## config.mk

```make
export PLATFORM = sky130hd
export DESIGN_NAME = resp_stream_parser
export DESIGN_NICKNAME = d
export VERILOG_FILES = /design/src/rtl/rsp_pkg.sv /design/src/rtl/rsp_ctrl.sv /design/src/rtl/rsp_datapath.sv /design/src/rtl/resp_stream_parser.sv
export SDC_FILE = /design/constraint.sdc
export NUM_CORES = 1
export LEC_CHECK = 0
export BUFFER_PORTS_ARGS = -buffer_cell sky130_fd_sc_hd__buf_4
export CORE_MARGIN = 2
export CORE_UTILIZATION = 65
export DETAILED_ROUTE_END_ITERATION = 6
export GPL_TIMING_DRIVEN = 0
export PLACE_DENSITY = 0.88
export SLEW_MARGIN = 10
export SYNTH_ARGS = -nofsm -noshare
export SYNTH_HDL_FRONTEND = slang
export SYNTH_HIERARCHICAL = 1
export SYNTH_SLANG_ARGS = --single-unit
```

## constraint.sdc

```tcl
create_clock -name clk -period 19.11 [get_ports clk]
set_input_delay 2.8665 -clock clk [delete_from_list [all_inputs] [get_ports clk]]
set_output_delay 2.8665 -clock clk [all_outputs]
set_load 0.01 [all_outputs]
```

## src/rtl/rsp_pkg.sv

```systemverilog
`timescale 1ns / 1ps
`default_nettype none
// ----------------------------------------------------------------------------
// rsp_pkg
// Types and constants shared by the stream parser controller and datapath.
// ----------------------------------------------------------------------------
package rsp_pkg;

	typedef enum logic [2:0] {
		PH_PREFIX    = 3'd0,
		PH_LINE      = 3'd1,
		PH_NUM_START = 3'd2,
		PH_NUM       = 3'd3,
		PH_BULK_DATA = 3'd4,
		PH_BULK_CR   = 3'd5,
		PH_BULK_LF   = 3'd6
	} phase_t;

	typedef enum logic [1:0] {
		ST_RUN  = 2'd0,
		ST_OUT2 = 2'd1,
		ST_FAIL = 2'd2
	} ctl_state_t;

	localparam logic [2:0] K_PAYLOAD = 3'd0;
	localparam logic [2:0] K_INT     = 3'd1;
	localparam logic [2:0] K_BULK    = 3'd2;
	localparam logic [2:0] K_ARRAY   = 3'd3;
	localparam logic [2:0] K_END     = 3'd4;
	localparam logic [2:0] K_ERROR   = 3'd5;

	localparam logic [2:0] VT_SIMPLE = 3'd0;
	localparam logic [2:0] VT_ERRSTR = 3'd1;
	localparam logic [2:0] VT_INT    = 3'd2;
	localparam logic [2:0] VT_BULK   = 3'd3;
	localparam logic [2:0] VT_ARRAY  = 3'd4;

	localparam logic [3:0] E_NONE   = 4'd0;
	localparam logic [3:0] E_NO_CR  = 4'd1;
	localparam logic [3:0] E_DIGITS = 4'd2;
	localparam logic [3:0] E_RANGE  = 4'd3;
	localparam logic [3:0] E_EMPTY  = 4'd4;
	localparam logic [3:0] E_PREFIX = 4'd5;
	localparam logic [3:0] E_BULK   = 4'd6;
	localparam logic [3:0] E_EARLY  = 4'd7;
	localparam logic [3:0] E_DEEP   = 4'd8;

	localparam logic [7:0] CH_CR    = 8'h0d;
	localparam logic [7:0] CH_LF    = 8'h0a;
	localparam logic [7:0] CH_PLUS  = 8'h2b;
	localparam logic [7:0] CH_MINUS = 8'h2d;
	localparam logic [7:0] CH_COLON = 8'h3a;
	localparam logic [7:0] CH_DOLLAR = 8'h24;
	localparam logic [7:0] CH_STAR  = 8'h2a;

	// Command from the controller to the datapath.
	typedef struct packed {
		logic       step;      // consume the input byte
		logic       eos;       // input beat is end of stream
		logic       pop_out2;  // second result was taken
	} dp_cmd_t;

	// Status from the datapath to the controller.
	typedef struct packed {
		logic       n1;        // step gives a first result
		logic       n2;        // step gives a second result
		logic       err;       // step raises an error
	} dp_sts_t;

	// Result item: kind, value_type, payload_byte, number, depth, top, error.
	typedef struct packed {
		logic [2:0]  kind;
		logic [2:0]  vt;
		logic [7:0]  pb;
		logic [63:0] num;
		logic [3:0]  depth;
		logic        top;
		logic [3:0]  ecode;
	} res_t;

endpackage
`default_nettype wire

```

## src/rtl/rsp_ctrl.sv

```systemverilog
`timescale 1ns / 1ps
`default_nettype none
// ----------------------------------------------------------------------------
// rsp_ctrl
// Handshake controller: accepts beats, sequences one or two results into the
// output register and parks in the failed state after an error.
// ----------------------------------------------------------------------------
module rsp_ctrl (
	input  wire logic             clk,
	input  wire logic             arst_n,
	input  wire logic             in_valid,
	input  wire logic             in_eos,
	output logic                  in_ready,
	input  wire rsp_pkg::dp_sts_t sts,
	output rsp_pkg::dp_cmd_t      cmd,
	output logic                  load1,
	output logic                  load2,
	output logic                  ovalid,
	input  wire logic             oready
);
	import rsp_pkg::*;

	ctl_state_t state_q, state_d;
	logic       ovalid_q, ovalid_d;
	logic       free;

	always_ff @(posedge clk or negedge arst_n) begin
		if (!arst_n) begin
			state_q  <= ST_RUN;
			ovalid_q <= 1'b0;
		end else begin
			state_q  <= state_d;
			ovalid_q <= ovalid_d;
		end
	end

	// Output register can take a new result when empty or being drained.
	assign free   = !ovalid_q || oready;
	assign ovalid = ovalid_q;

	always_comb begin
		state_d  = state_q;
		ovalid_d = ovalid_q && !oready;
		in_ready = 1'b0;
		cmd      = '0;
		load1    = 1'b0;
		load2    = 1'b0;
		case (state_q)
			ST_RUN: begin
				in_ready = free;
				cmd.eos  = in_eos;
				if (in_valid && free) begin
					cmd.step = 1'b1;
					if (sts.n1) begin
						load1    = 1'b1;
						ovalid_d = 1'b1;
					end
					if (sts.n2) state_d = ST_OUT2;
					else if (sts.err) state_d = ST_FAIL;
				end
			end
			ST_OUT2: begin
				if (free) begin
					load2        = 1'b1;
					ovalid_d     = 1'b1;
					cmd.pop_out2 = 1'b1;
					state_d      = ST_RUN;
				end
			end
			ST_FAIL: begin
				in_ready = 1'b1;
			end
			default: state_d = ST_RUN;
		endcase
	end
endmodule
`default_nettype wire

```

## src/rtl/rsp_datapath.sv

```systemverilog
`timescale 1ns / 1ps
`default_nettype none
// ----------------------------------------------------------------------------
// rsp_datapath
// Parser state, number accumulator, bulk counter, count stack and the
// output result register.
// ----------------------------------------------------------------------------
module rsp_datapath #(
	parameter int MAX_DEPTH   = 8,
	parameter int COUNT_WIDTH = 32
) (
	input  wire logic             clk,
	input  wire logic             arst_n,
	input  wire logic [7:0]       data_byte,
	input  wire logic [31:0]      max_bulk,
	input  wire logic [31:0]      max_array,
	input  wire rsp_pkg::dp_cmd_t cmd,
	input  wire logic             load1,
	input  wire logic             load2,
	output rsp_pkg::dp_sts_t      sts,
	output rsp_pkg::res_t         res
);
	import rsp_pkg::*;

	localparam int SPW = $clog2(MAX_DEPTH + 1);
	localparam int IW  = (MAX_DEPTH > 1) ? $clog2(MAX_DEPTH) : 1;

	phase_t                 phase_q, phase_d;
	logic [2:0]             ctype_q, ctype_d;
	logic                   held_q, held_d;
	logic [63:0]            acc_q, acc_d;
	logic                   neg_q, neg_d;
	logic                   seen_q, seen_d;
	logic [31:0]            brem_q, brem_d;
	logic [COUNT_WIDTH-1:0] stk_q [MAX_DEPTH];
	logic [SPW-1:0]         sp_q, sp_d;
	res_t                   r1, r2, res_q, r2_q;

	// Leaf completion: decrement the top counts until one stays nonzero.
	logic [MAX_DEPTH-1:0]   one;
	logic                   leaf, push, top;
	logic [SPW-1:0]         sp_leaf;
	logic [COUNT_WIDTH-1:0] push_v;

	always_comb begin
		for (int i = 0; i < MAX_DEPTH; i++) one[i] = (stk_q[i] == COUNT_WIDTH'(1));
	end

	always_comb begin
		logic go;
		go      = 1'b1;
		sp_leaf = sp_q;
		for (int i = MAX_DEPTH - 1; i >= 0; i--) begin
			if (go && (sp_q > SPW'(i))) begin
				if (one[i]) sp_leaf = SPW'(i);
				else go = 1'b0;
			end
		end
		top = (sp_leaf == '0);
	end

	// Digit check: acc*10+d must stay within the limit.
	logic [7:0]  dig;
	logic        isdig;
	logic [67:0] prod;
	logic [63:0] limit;
	logic        ovf;
	assign dig   = data_byte - 8'h30;
	assign isdig = (data_byte >= 8'h30) && (data_byte <= 8'h39);
	assign prod  = {4'd0, acc_q} * 68'd10 + {60'd0, dig[3:0]};
	assign limit = neg_q ? 64'h8000_0000_0000_0000 : 64'h7fff_ffff_ffff_ffff;
	assign ovf   = (prod > {4'd0, limit});

	function automatic res_t mk(logic [2:0] k, logic [2:0] v, logic [7:0] b,
		logic [63:0] n, logic [SPW-1:0] d, logic t, logic [3:0] e);
		res_t r;
		r.kind = k; r.vt = v; r.pb = b; r.num = n;
		r.depth = 4'(d); r.top = t; r.ecode = e;
		return r;
	endfunction

	always_comb begin
		logic [7:0] b;
		logic [3:0] ec;
		logic       e;
		b       = data_byte;
		ec      = E_NONE;
		e       = 1'b0;
		phase_d = phase_q;
		ctype_d = ctype_q;
		held_d  = held_q;
		acc_d   = acc_q;
		neg_d   = neg_q;
		seen_d  = seen_q;
		brem_d  = brem_q;
		sp_d    = sp_q;
		leaf    = 1'b0;
		push    = 1'b0;
		push_v  = acc_q[COUNT_WIDTH-1:0];
		sts     = '0;
		r1      = '0;
		r2      = '0;
		if (cmd.eos) begin
			if (phase_q != PH_PREFIX || sp_q != '0) begin
				e = 1'b1; ec = E_EARLY;
			end
		end else begin
			case (phase_q)
				PH_PREFIX: begin
					held_d = 1'b0; acc_d = '0; neg_d = 1'b0; seen_d = 1'b0;
					case (b)
						CH_PLUS:   begin ctype_d = VT_SIMPLE; phase_d = PH_LINE; end
						CH_MINUS:  begin ctype_d = VT_ERRSTR; phase_d = PH_LINE; end
						CH_COLON:  begin ctype_d = VT_INT; phase_d = PH_NUM_START; end
						CH_DOLLAR: begin ctype_d = VT_BULK; phase_d = PH_NUM_START; end
						CH_STAR:   begin ctype_d = VT_ARRAY; phase_d = PH_NUM_START; end
						default:   begin ctype_d = VT_SIMPLE; e = 1'b1; ec = E_PREFIX; end
					endcase
				end
				PH_LINE: begin
					if (held_q) begin
						if (b == CH_LF) begin
							held_d = 1'b0; leaf = 1'b1;
							sts.n1 = 1'b1;
							r1 = mk(K_END, ctype_q, 8'd0, 64'd0, sp_q, top, E_NONE);
						end else begin
							sts.n1 = 1'b1;
							r1 = mk(K_PAYLOAD, ctype_q, CH_CR, 64'd0, sp_q, 1'b0, E_NONE);
							if (b != CH_CR) begin
								held_d = 1'b0; sts.n2 = 1'b1;
								r2 = mk(K_PAYLOAD, ctype_q, b, 64'd0, sp_q, 1'b0, E_NONE);
							end
						end
					end else if (b == CH_CR) held_d = 1'b1;
					else if (b == CH_LF) begin e = 1'b1; ec = E_NO_CR; end
					else begin
						sts.n1 = 1'b1;
						r1 = mk(K_PAYLOAD, ctype_q, b, 64'd0, sp_q, 1'b0, E_NONE);
					end
				end
				PH_NUM_START, PH_NUM: begin
					if (held_q) begin
						held_d = 1'b0;
						if (b != CH_LF) begin e = 1'b1; ec = E_DIGITS; end
						else if (!seen_q) begin e = 1'b1; ec = E_DIGITS; end
						else if (ctype_q == VT_INT) begin
							leaf = 1'b1; sts.n1 = 1'b1;
							r1 = mk(K_INT, VT_INT, 8'd0, neg_q ? (64'd0 - acc_q) : acc_q,
								sp_q, top, E_NONE);
						end else if (ctype_q == VT_BULK) begin
							if (acc_q > {32'd0, max_bulk}) begin e = 1'b1; ec = E_RANGE; end
							else begin
								sts.n1 = 1'b1;
								r1 = mk(K_BULK, VT_BULK, 8'd0, acc_q, sp_q, 1'b0, E_NONE);
								brem_d = acc_q[31:0];
								phase_d = (acc_q != 64'd0) ? PH_BULK_DATA : PH_BULK_CR;
							end
						end else begin
							if (acc_q > {32'd0, max_array} ||
								(COUNT_WIDTH < 64 && (acc_q >> COUNT_WIDTH) != 64'd0)) begin
								e = 1'b1; ec = E_RANGE;
							end else if (acc_q == 64'd0) begin e = 1'b1; ec = E_EMPTY; end
							else if (sp_q >= SPW'(MAX_DEPTH)) begin e = 1'b1; ec = E_DEEP; end
							else begin
								sts.n1 = 1'b1; push = 1'b1;
								r1 = mk(K_ARRAY, VT_ARRAY, 8'd0, acc_q, sp_q, 1'b0, E_NONE);
								sp_d = sp_q + 1'b1;
								phase_d = PH_PREFIX;
							end
						end
					end else if (b == CH_CR) held_d = 1'b1;
					else if (b == CH_LF) begin e = 1'b1; ec = E_NO_CR; end
					else if ((b == CH_PLUS || b == CH_MINUS) && phase_q == PH_NUM_START
						&& ctype_q == VT_INT) begin
						neg_d = (b == CH_MINUS); phase_d = PH_NUM;
					end else if (isdig) begin
						if (ovf) begin e = 1'b1; ec = E_RANGE; end
						else begin acc_d = prod[63:0]; seen_d = 1'b1; phase_d = PH_NUM; end
					end else begin e = 1'b1; ec = E_DIGITS; end
				end
				PH_BULK_DATA: begin
					sts.n1 = 1'b1;
					r1 = mk(K_PAYLOAD, VT_BULK, b, 64'd0, sp_q, 1'b0, E_NONE);
					brem_d = brem_q - 32'd1;
					if (brem_q == 32'd1) phase_d = PH_BULK_CR;
				end
				PH_BULK_CR: begin
					if (b == CH_CR) phase_d = PH_BULK_LF;
					else begin e = 1'b1; ec = E_BULK; end
				end
				PH_BULK_LF: begin
					if (b == CH_LF) begin
						leaf = 1'b1; sts.n1 = 1'b1;
						r1 = mk(K_END, ctype_q, 8'd0, 64'd0, sp_q, top, E_NONE);
					end else begin e = 1'b1; ec = E_BULK; end
				end
				default: phase_d = PH_PREFIX;
			endcase
		end
		if (e) begin
			sts.err = 1'b1; sts.n1 = 1'b1;
			r1 = mk(K_ERROR, ctype_d, 8'd0, 64'd0, sp_q, 1'b0, ec);
		end
		if (leaf) begin
			sp_d = sp_leaf; phase_d = PH_PREFIX;
		end
	end

	always_ff @(posedge clk or negedge arst_n) begin
		if (!arst_n) begin
			phase_q <= PH_PREFIX;
			ctype_q <= VT_SIMPLE;
			held_q  <= 1'b0;
			acc_q   <= '0;
			neg_q   <= 1'b0;
			seen_q  <= 1'b0;
			brem_q  <= '0;
			sp_q    <= '0;
		end else if (cmd.step) begin
			phase_q <= phase_d;
			ctype_q <= ctype_d;
			held_q  <= held_d;
			acc_q   <= acc_d;
			neg_q   <= neg_d;
			seen_q  <= seen_d;
			brem_q  <= brem_d;
			sp_q    <= sp_d;
		end
	end

	// Count stack: a leaf decrements the entry where the cascade of closing
	// arrays stops; the closed entries above it are dead until pushed again.
	always_ff @(posedge clk) begin
		if (cmd.step) begin
			if (leaf && sp_leaf != '0)
				stk_q[IW'(sp_leaf - 1'b1)] <= stk_q[IW'(sp_leaf - 1'b1)] - 1'b1;
			if (push) stk_q[IW'(sp_q)] <= push_v;
		end
	end

	always_ff @(posedge clk) begin
		if (load1) begin
			res_q <= r1;
			r2_q  <= r2;
		end else if (load2) res_q <= r2_q;
	end

	assign res = res_q;
endmodule
`default_nettype wire

```

## src/rtl/resp_stream_parser.sv

```systemverilog
`timescale 1ns / 1ps
`default_nettype none
// ----------------------------------------------------------------------------
// resp_stream_parser
// Byte stream parser for the line-oriented serialization protocol.
// ----------------------------------------------------------------------------
// The slave side takes one beat per byte: tdata holds the stream byte and
// tuser set marks end of stream. The master side gives one beat per result:
// kind, value type, payload byte, number, depth, top flag and error code in
// tdata, and tlast on the last result caused by an input beat.
// The first result of an accepted beat is loaded into the output register and
// appears there on the next cycle. A beat causing two results (a held CR and
// the following byte) holds off the next beat until its second result is
// loaded; else throughput is one byte per cycle unless the receiver stalls.
// Array completions resolve in the same cycle by a check for counts of one
// across the count stack.
// When the receiver stalls, the output register holds and the slave side
// stops accepting. Reset clears parser state bar the count stack and output
// result; both size limits return to their defaults. After an error no more
// results are given until reset; input beats are still accepted and dropped.
// ----------------------------------------------------------------------------
module resp_stream_parser #(
	parameter int MAX_DEPTH   = 8,
	parameter int COUNT_WIDTH = 32
) (
	input  wire logic        clk,
	input  wire logic        arst_n,
	input  wire logic        cfg_we,
	input  wire logic [0:0]  cfg_index,
	input  wire logic [31:0] cfg_data,
	input  wire logic        s_tvalid,
	output logic             s_tready,
	input  wire logic [7:0]  s_tdata,  // data_byte
	input  wire logic        s_tuser,  // end of stream
	output logic             m_tvalid,
	input  wire logic        m_tready,
	// kind[2:0], value_type[5:3], payload_byte[13:6], number[77:14],
	// nesting_depth[81:78], top_complete[82], error_code[86:83], zero fill
	output logic [87:0]      m_tdata,
	output logic             m_tlast
);
	import rsp_pkg::*;

	localparam logic [0:0] R_BULK  = 1'b0;
	localparam logic [0:0] R_ARRAY = 1'b1;

	logic [31:0] max_bulk_q, max_array_q;
	dp_cmd_t     cmd;
	dp_sts_t     sts;
	logic        load1, load2, last_q;
	res_t        res;

	always_ff @(posedge clk or negedge arst_n) begin
		if (!arst_n) begin
			max_bulk_q  <= 32'd536870912;
			max_array_q <= 32'd1048576;
		end else if (cfg_we) begin
			case (cfg_index)
				R_BULK:  max_bulk_q  <= cfg_data;
				R_ARRAY: max_array_q <= cfg_data;
				default: ;
			endcase
		end
	end

	rsp_ctrl u_ctrl (
		.clk(clk), .arst_n(arst_n), .in_valid(s_tvalid), .in_eos(s_tuser),
		.in_ready(s_tready), .sts(sts), .cmd(cmd), .load1(load1), .load2(load2),
		.ovalid(m_tvalid), .oready(m_tready)
	);

	rsp_datapath #(.MAX_DEPTH(MAX_DEPTH), .COUNT_WIDTH(COUNT_WIDTH)) u_dp (
		.clk(clk), .arst_n(arst_n), .data_byte(s_tdata), .max_bulk(max_bulk_q),
		.max_array(max_array_q), .cmd(cmd), .load1(load1), .load2(load2),
		.sts(sts), .res(res)
	);

	always_ff @(posedge clk) begin
		if (load1) last_q <= !sts.n2;
		else if (load2) last_q <= 1'b1;
	end

	assign m_tdata = {1'b0, res.ecode, res.top, res.depth, res.num, res.pb,
		res.vt, res.kind};
	assign m_tlast = last_q;
endmodule
`default_nettype wire
```

After elaboration in Yosys (flattened, before gate mapping)
Memories as Yosys holds them, arrays and structs flattened.
Index checks and enable logic that the tools add are counted.
{"block": "op_classes", "addsub": 7, "n_mul": 1, "order_cmp": 14, "eq_ne": 66, "n_mux": 225, "n_bitwise": 6, "reduce_logical": 53}
{"cell": "$mux W87", "n": 15}
{"cell": "$mux W64", "n": 8}
{"cell": "$pmux W87 S4", "n": 1}
{"cell": "$eq A32 B1 Y1 const B", "n": 9}
{"cell": "$mux W32", "n": 7}
{"cell": "$mux W86", "n": 2}
{"cell": "$mux W4", "n": 41}
{"cell": "$gt A64 B32 Y1", "n": 2}
{"cell": "$pmux W64 S2", "n": 1}
{"cell": "$reduce_bool A64 Y1", "n": 2}
{"cell": "$mux W1", "n": 101}
{"cell": "$mux W84", "n": 1}
{"cell": "$mux W3", "n": 25}
{"cell": "$add A68 B4 Y68", "n": 1}
{"cell": "$gt A68 B64 Y1", "n": 1}
{"cell": "$mul A64 B3 Y67 const B", "n": 1}
{"cell": "$logic_not A64 Y1", "n": 1}
{"cell": "$pmux W32 S2", "n": 1}
{"cell": "$sub A1 B64 Y64 const A", "n": 1}
{"cell": "$sub A32 B1 Y32 const B", "n": 2}
{"cell": "$eq A8 B6 Y1 const B", "n": 5}
{"cell": "$reduce_or A32 Y1", "n": 1}
{"cell": "$ne A2 B1 Y1 const B", "n": 15}
{"cell": "$ne A5 B5 Y1 const B", "n": 4}
{"cell": "55 further kinds", "n": 124}
{"block": "totals", "register_bits": 351, "ram_bits": 256, "in_bits": 47, "out_inout_bits": 91, "elab_cells": 400, "mem_count": 1}
{"name": "u_dp.stk_q", "words": 8, "width": 32, "rd": 9, "rd_ports_with_merged_regs": 0, "write_ports": 1, "line": "rsp_datapath.sv:35", "rtl": "logic [COUNT_WIDTH-1:0] stk_q [MAX_DEPTH];"}

Depth between registers and ports, before layout
An unclocked memory read counts as a cell.
{"block": "depth", "word_depth": 27, "ltp_mapped": 35, "ltp_nobuf": 34}

Modules after synthesis
Netlist, hierarchy kept.
{"module": "rsp_datapath", "n_inst": 1, "cells_each": 3575, "area_per_inst_um2": 34185.3, "seq_area_each_um2": 13477.9}
{"module": "resp_stream_parser", "n_inst": 1, "cells_each": 142, "area_per_inst_um2": 2479.9, "seq_area_each_um2": 1634.1}
{"module": "rsp_ctrl", "n_inst": 1, "cells_each": 19, "area_per_inst_um2": 186.4, "seq_area_each_um2": 75.1}

Worst setup path before layout
No wires, ideal clock.
{"block": "synth_path", "kind": "input-to-reg", "startpoint": "input port s_tdata[1]", "endpoint": "register u_dp.res_q, in the netlist u_dp/res[0], enable pin", "arrival_ns": 9.114, "required_time_ns": 18.650, "path_slack_ns": 9.536, "path_stages": 27, "n_path_buf": 2, "path_cell_list": "ha_1 > fa_1 > a21o_1 > and4_1 > nand4b_1 > or3_1 > nor3_1 > nand3_1 > nor2_1 > nand2_1 > xnor2_1 > ha_1 > nand4_1 > nor2_1 > nand3_1 > nor3_1 > nand3_1 > nor4_1 > a21oi_1 > a311o_1 > or4_4 > a211oi_2 > nand2_1 > and4_1 > clkbuf_1 > clkbuf_1 > or2_2"}
{"item": "from (decl)", "line": "resp_stream_parser.sv:33", "rtl": "input wire logic [7:0] s_tdata,"}
{"item": "to (signal assigned)", "line": "rsp_datapath.sv:243", "rtl": "res_q <= r1;"}
{"item": "to (signal assigned)", "line": "rsp_datapath.sv:245", "rtl": "end else if (load2) res_q <= r2_q;"}
{"item": "to (decl)", "line": "rsp_datapath.sv:37", "rtl": "res_t r1, r2, res_q, r2_q;"}

==> out/qor.yml <==
finalCritPeriodShare: 0.663
syn-num-nets: 4049
place_ws_ns: 6.99
final_antenna_net_count: 0
io_buffer_count: 134
cp.required_ns: 19.43
placed_cell_area_um2: 39100
routed_wl_mm: 132
min-delay-start: "max_array_q[22]"
top_level_ports: 138
p_seq_frac: 0.514
grt_usage: 0.441
dp.cells: 4637
cts_root_buffer: "clkbuf_16"
fin_util: 0.729
ff_latch_area_um2: 15200
grt_pass1_wl_mm: 196
end_kind: "register"
drc: 0
htreeDepth: 2
cp_top_family: "buffers and inverters"
dr.pass1.iters: 7
cpMaxStageDelayCell: "clkbuf_1"
internal_power_mw: 1.91
die-area_um2: 58600
avgSynthCellArea_um2: 9.86
rows: 87
clock_skew_ns: 0.0496
cts_buffers: 55
clkLatencyLatePin_ns: 0.65
cap_violations: 0
multiInputGateArea_um2: 20300
startpoint_type: "register"
clk_path_buf_depth: 3
cts_setup_buffers: 0
worstMarginPinSlew_ns: 1.28
rsz0062_at_grt: "no"
crit_type: "reg -> reg"
cp.arrival_ns: 12.99
cp_common_cell: "clkbuf_1"
final_nets: 4252
syn_area_um2: 36800
whs_endpoint: "max_array_q[22]"
layout_commonest_cell: "nor2_1"
grt_pass1_vias: 32500
final_cell_area_um2: 41000
drtIter0Drc: 5076
p_clk_frac: 0.451
place_hpwl_mm: 99.3
cts_sinks: 535
fin_ws_ns: 6.44
cts-resized-gates: 0
die_w_um: 242
worstHoldPathType: "reg -> reg"
die_h_um: 242
routed_via_density: 7.19
fin_cells: 4742
rr_startpoint: "u_dp/stk_q[4][7]"
drive_gt1_frac: 0.134
final_cell_mix: "nor2_1, edfxtp_1, ha_1"
critPathBufInv: 10
max_stage_delay_ns: 0.90
path_max_fanout: 10
cts_tree: "yes"
start_util: 0.656
fill_cells: 4110
swShare: 0.218
setup_viol: 0
status: "complete, no violations"
min_path_cells: 1
finalHoldViolCount: 0
synthesis.instances: 3735
gp_congestion: 1.04
total_power_mw: 2.45
fin_crit_ns: 12.67
hold_ws_ns: 0.505
overflow: 0
core_um2: 56200
via_count: 34100
max_freq_mhz: 78.9
yosys_warnings: 6
grt_max_degree: 109
p_switching_mw: 0.535
wire_per_inst_um: 27.8
syn_to_final_growth_pct: 11.2
ctsHoldBuffers: 0
r2r_slack_ns: 6.44
peakVddDrop_uv: 74.2
leakagePower_nw: 15.4
rr_worst_depth: 26
maxSlewViolCount: 0
antenna_found_initial: 3
clk_pin_slew_ns: 0.07
powerDensity_nw_per_um2: 59.7
max_slew_margin: 0.143
r2r_end: "u_dp/stk_q[2][24]"
fin_setup_tns_ns: 0
combPwrFrac: 0.035
==> how the worst max path moves through the flow <==
stage | start | end | slack, ns | cells after the start
floorplan | s_tdata[1] | u_dp/res[0] | 9.54 | 27
global placement | u_dp/stk_q[6][9] | u_dp/stk_q[1][24] | 6.89 | 26
detailed placement | u_dp/stk_q[6][9] | u_dp/stk_q[3][24] | 6.99 | 26
CTS | u_dp/stk_q[6][9] | u_dp/stk_q[2][24] | 7.03 | 26
global route | u_dp/stk_q[4][7] | u_dp/stk_q[2][24] | 6.52 | 26
finish | u_dp/stk_q[4][7] | u_dp/stk_q[2][24] | 6.44 | 26
==> layer usage <==
layer  GRT usage  vias up  part of all wire
met4       0.277        2             0.074
li1            -    14700                 -
met5           0        -          0.000068
met1       0.565    16300              0.36
met3       0.104      534              0.13
met2       0.679     2534              0.44
==> layout make-up <==
cell class,count,share of cell area
sequential,535,0.371
antenna,2,0.000122
timing repair buffer,146,0.0308
inverter,121,0.0111
clock inverter,33,0.00825
multi-input combinational,2892,0.497
clock buffer,70,0.0367
tap,756,0.0231
buffer,187,0.0227
==> registers in the layout, indices dropped and copies added, names as in the netlist <==
register        flops
u_dp/stk_q        256
u_dp/res           87
u_dp/acc_q         64
max_array_q        32
max_bulk_q         32
u_dp/brem_q        32
u_dp/r2_q          15
u_dp/sp_q           4
u_dp/ctype_q        3
u_dp/phase_q        3
u_ctrl/state_q      2
m_tlast             1
u_ctrl/ovalid       1
u_dp/held_q         1
u_dp/neg_q          1
u_dp/seen_q         1
==> power groups by stage <==
stage / clock network, mW / registers (mW) / logic [mW]
2_1_floorplan: 0 / 1.28 / 0.0525
5_1_grt: 1.15 / 1.26 / 0.0956
3_3_place_gp: 0 / 1.28 / 0.0783
4_1_cts: 1.11 / 1.26 / 0.0858
6_report: 1.10 / 1.26 / 0.0860
3_5_place_dp: 0 / 1.28 / 0.0837
Power figures use the tool's default switching activity.
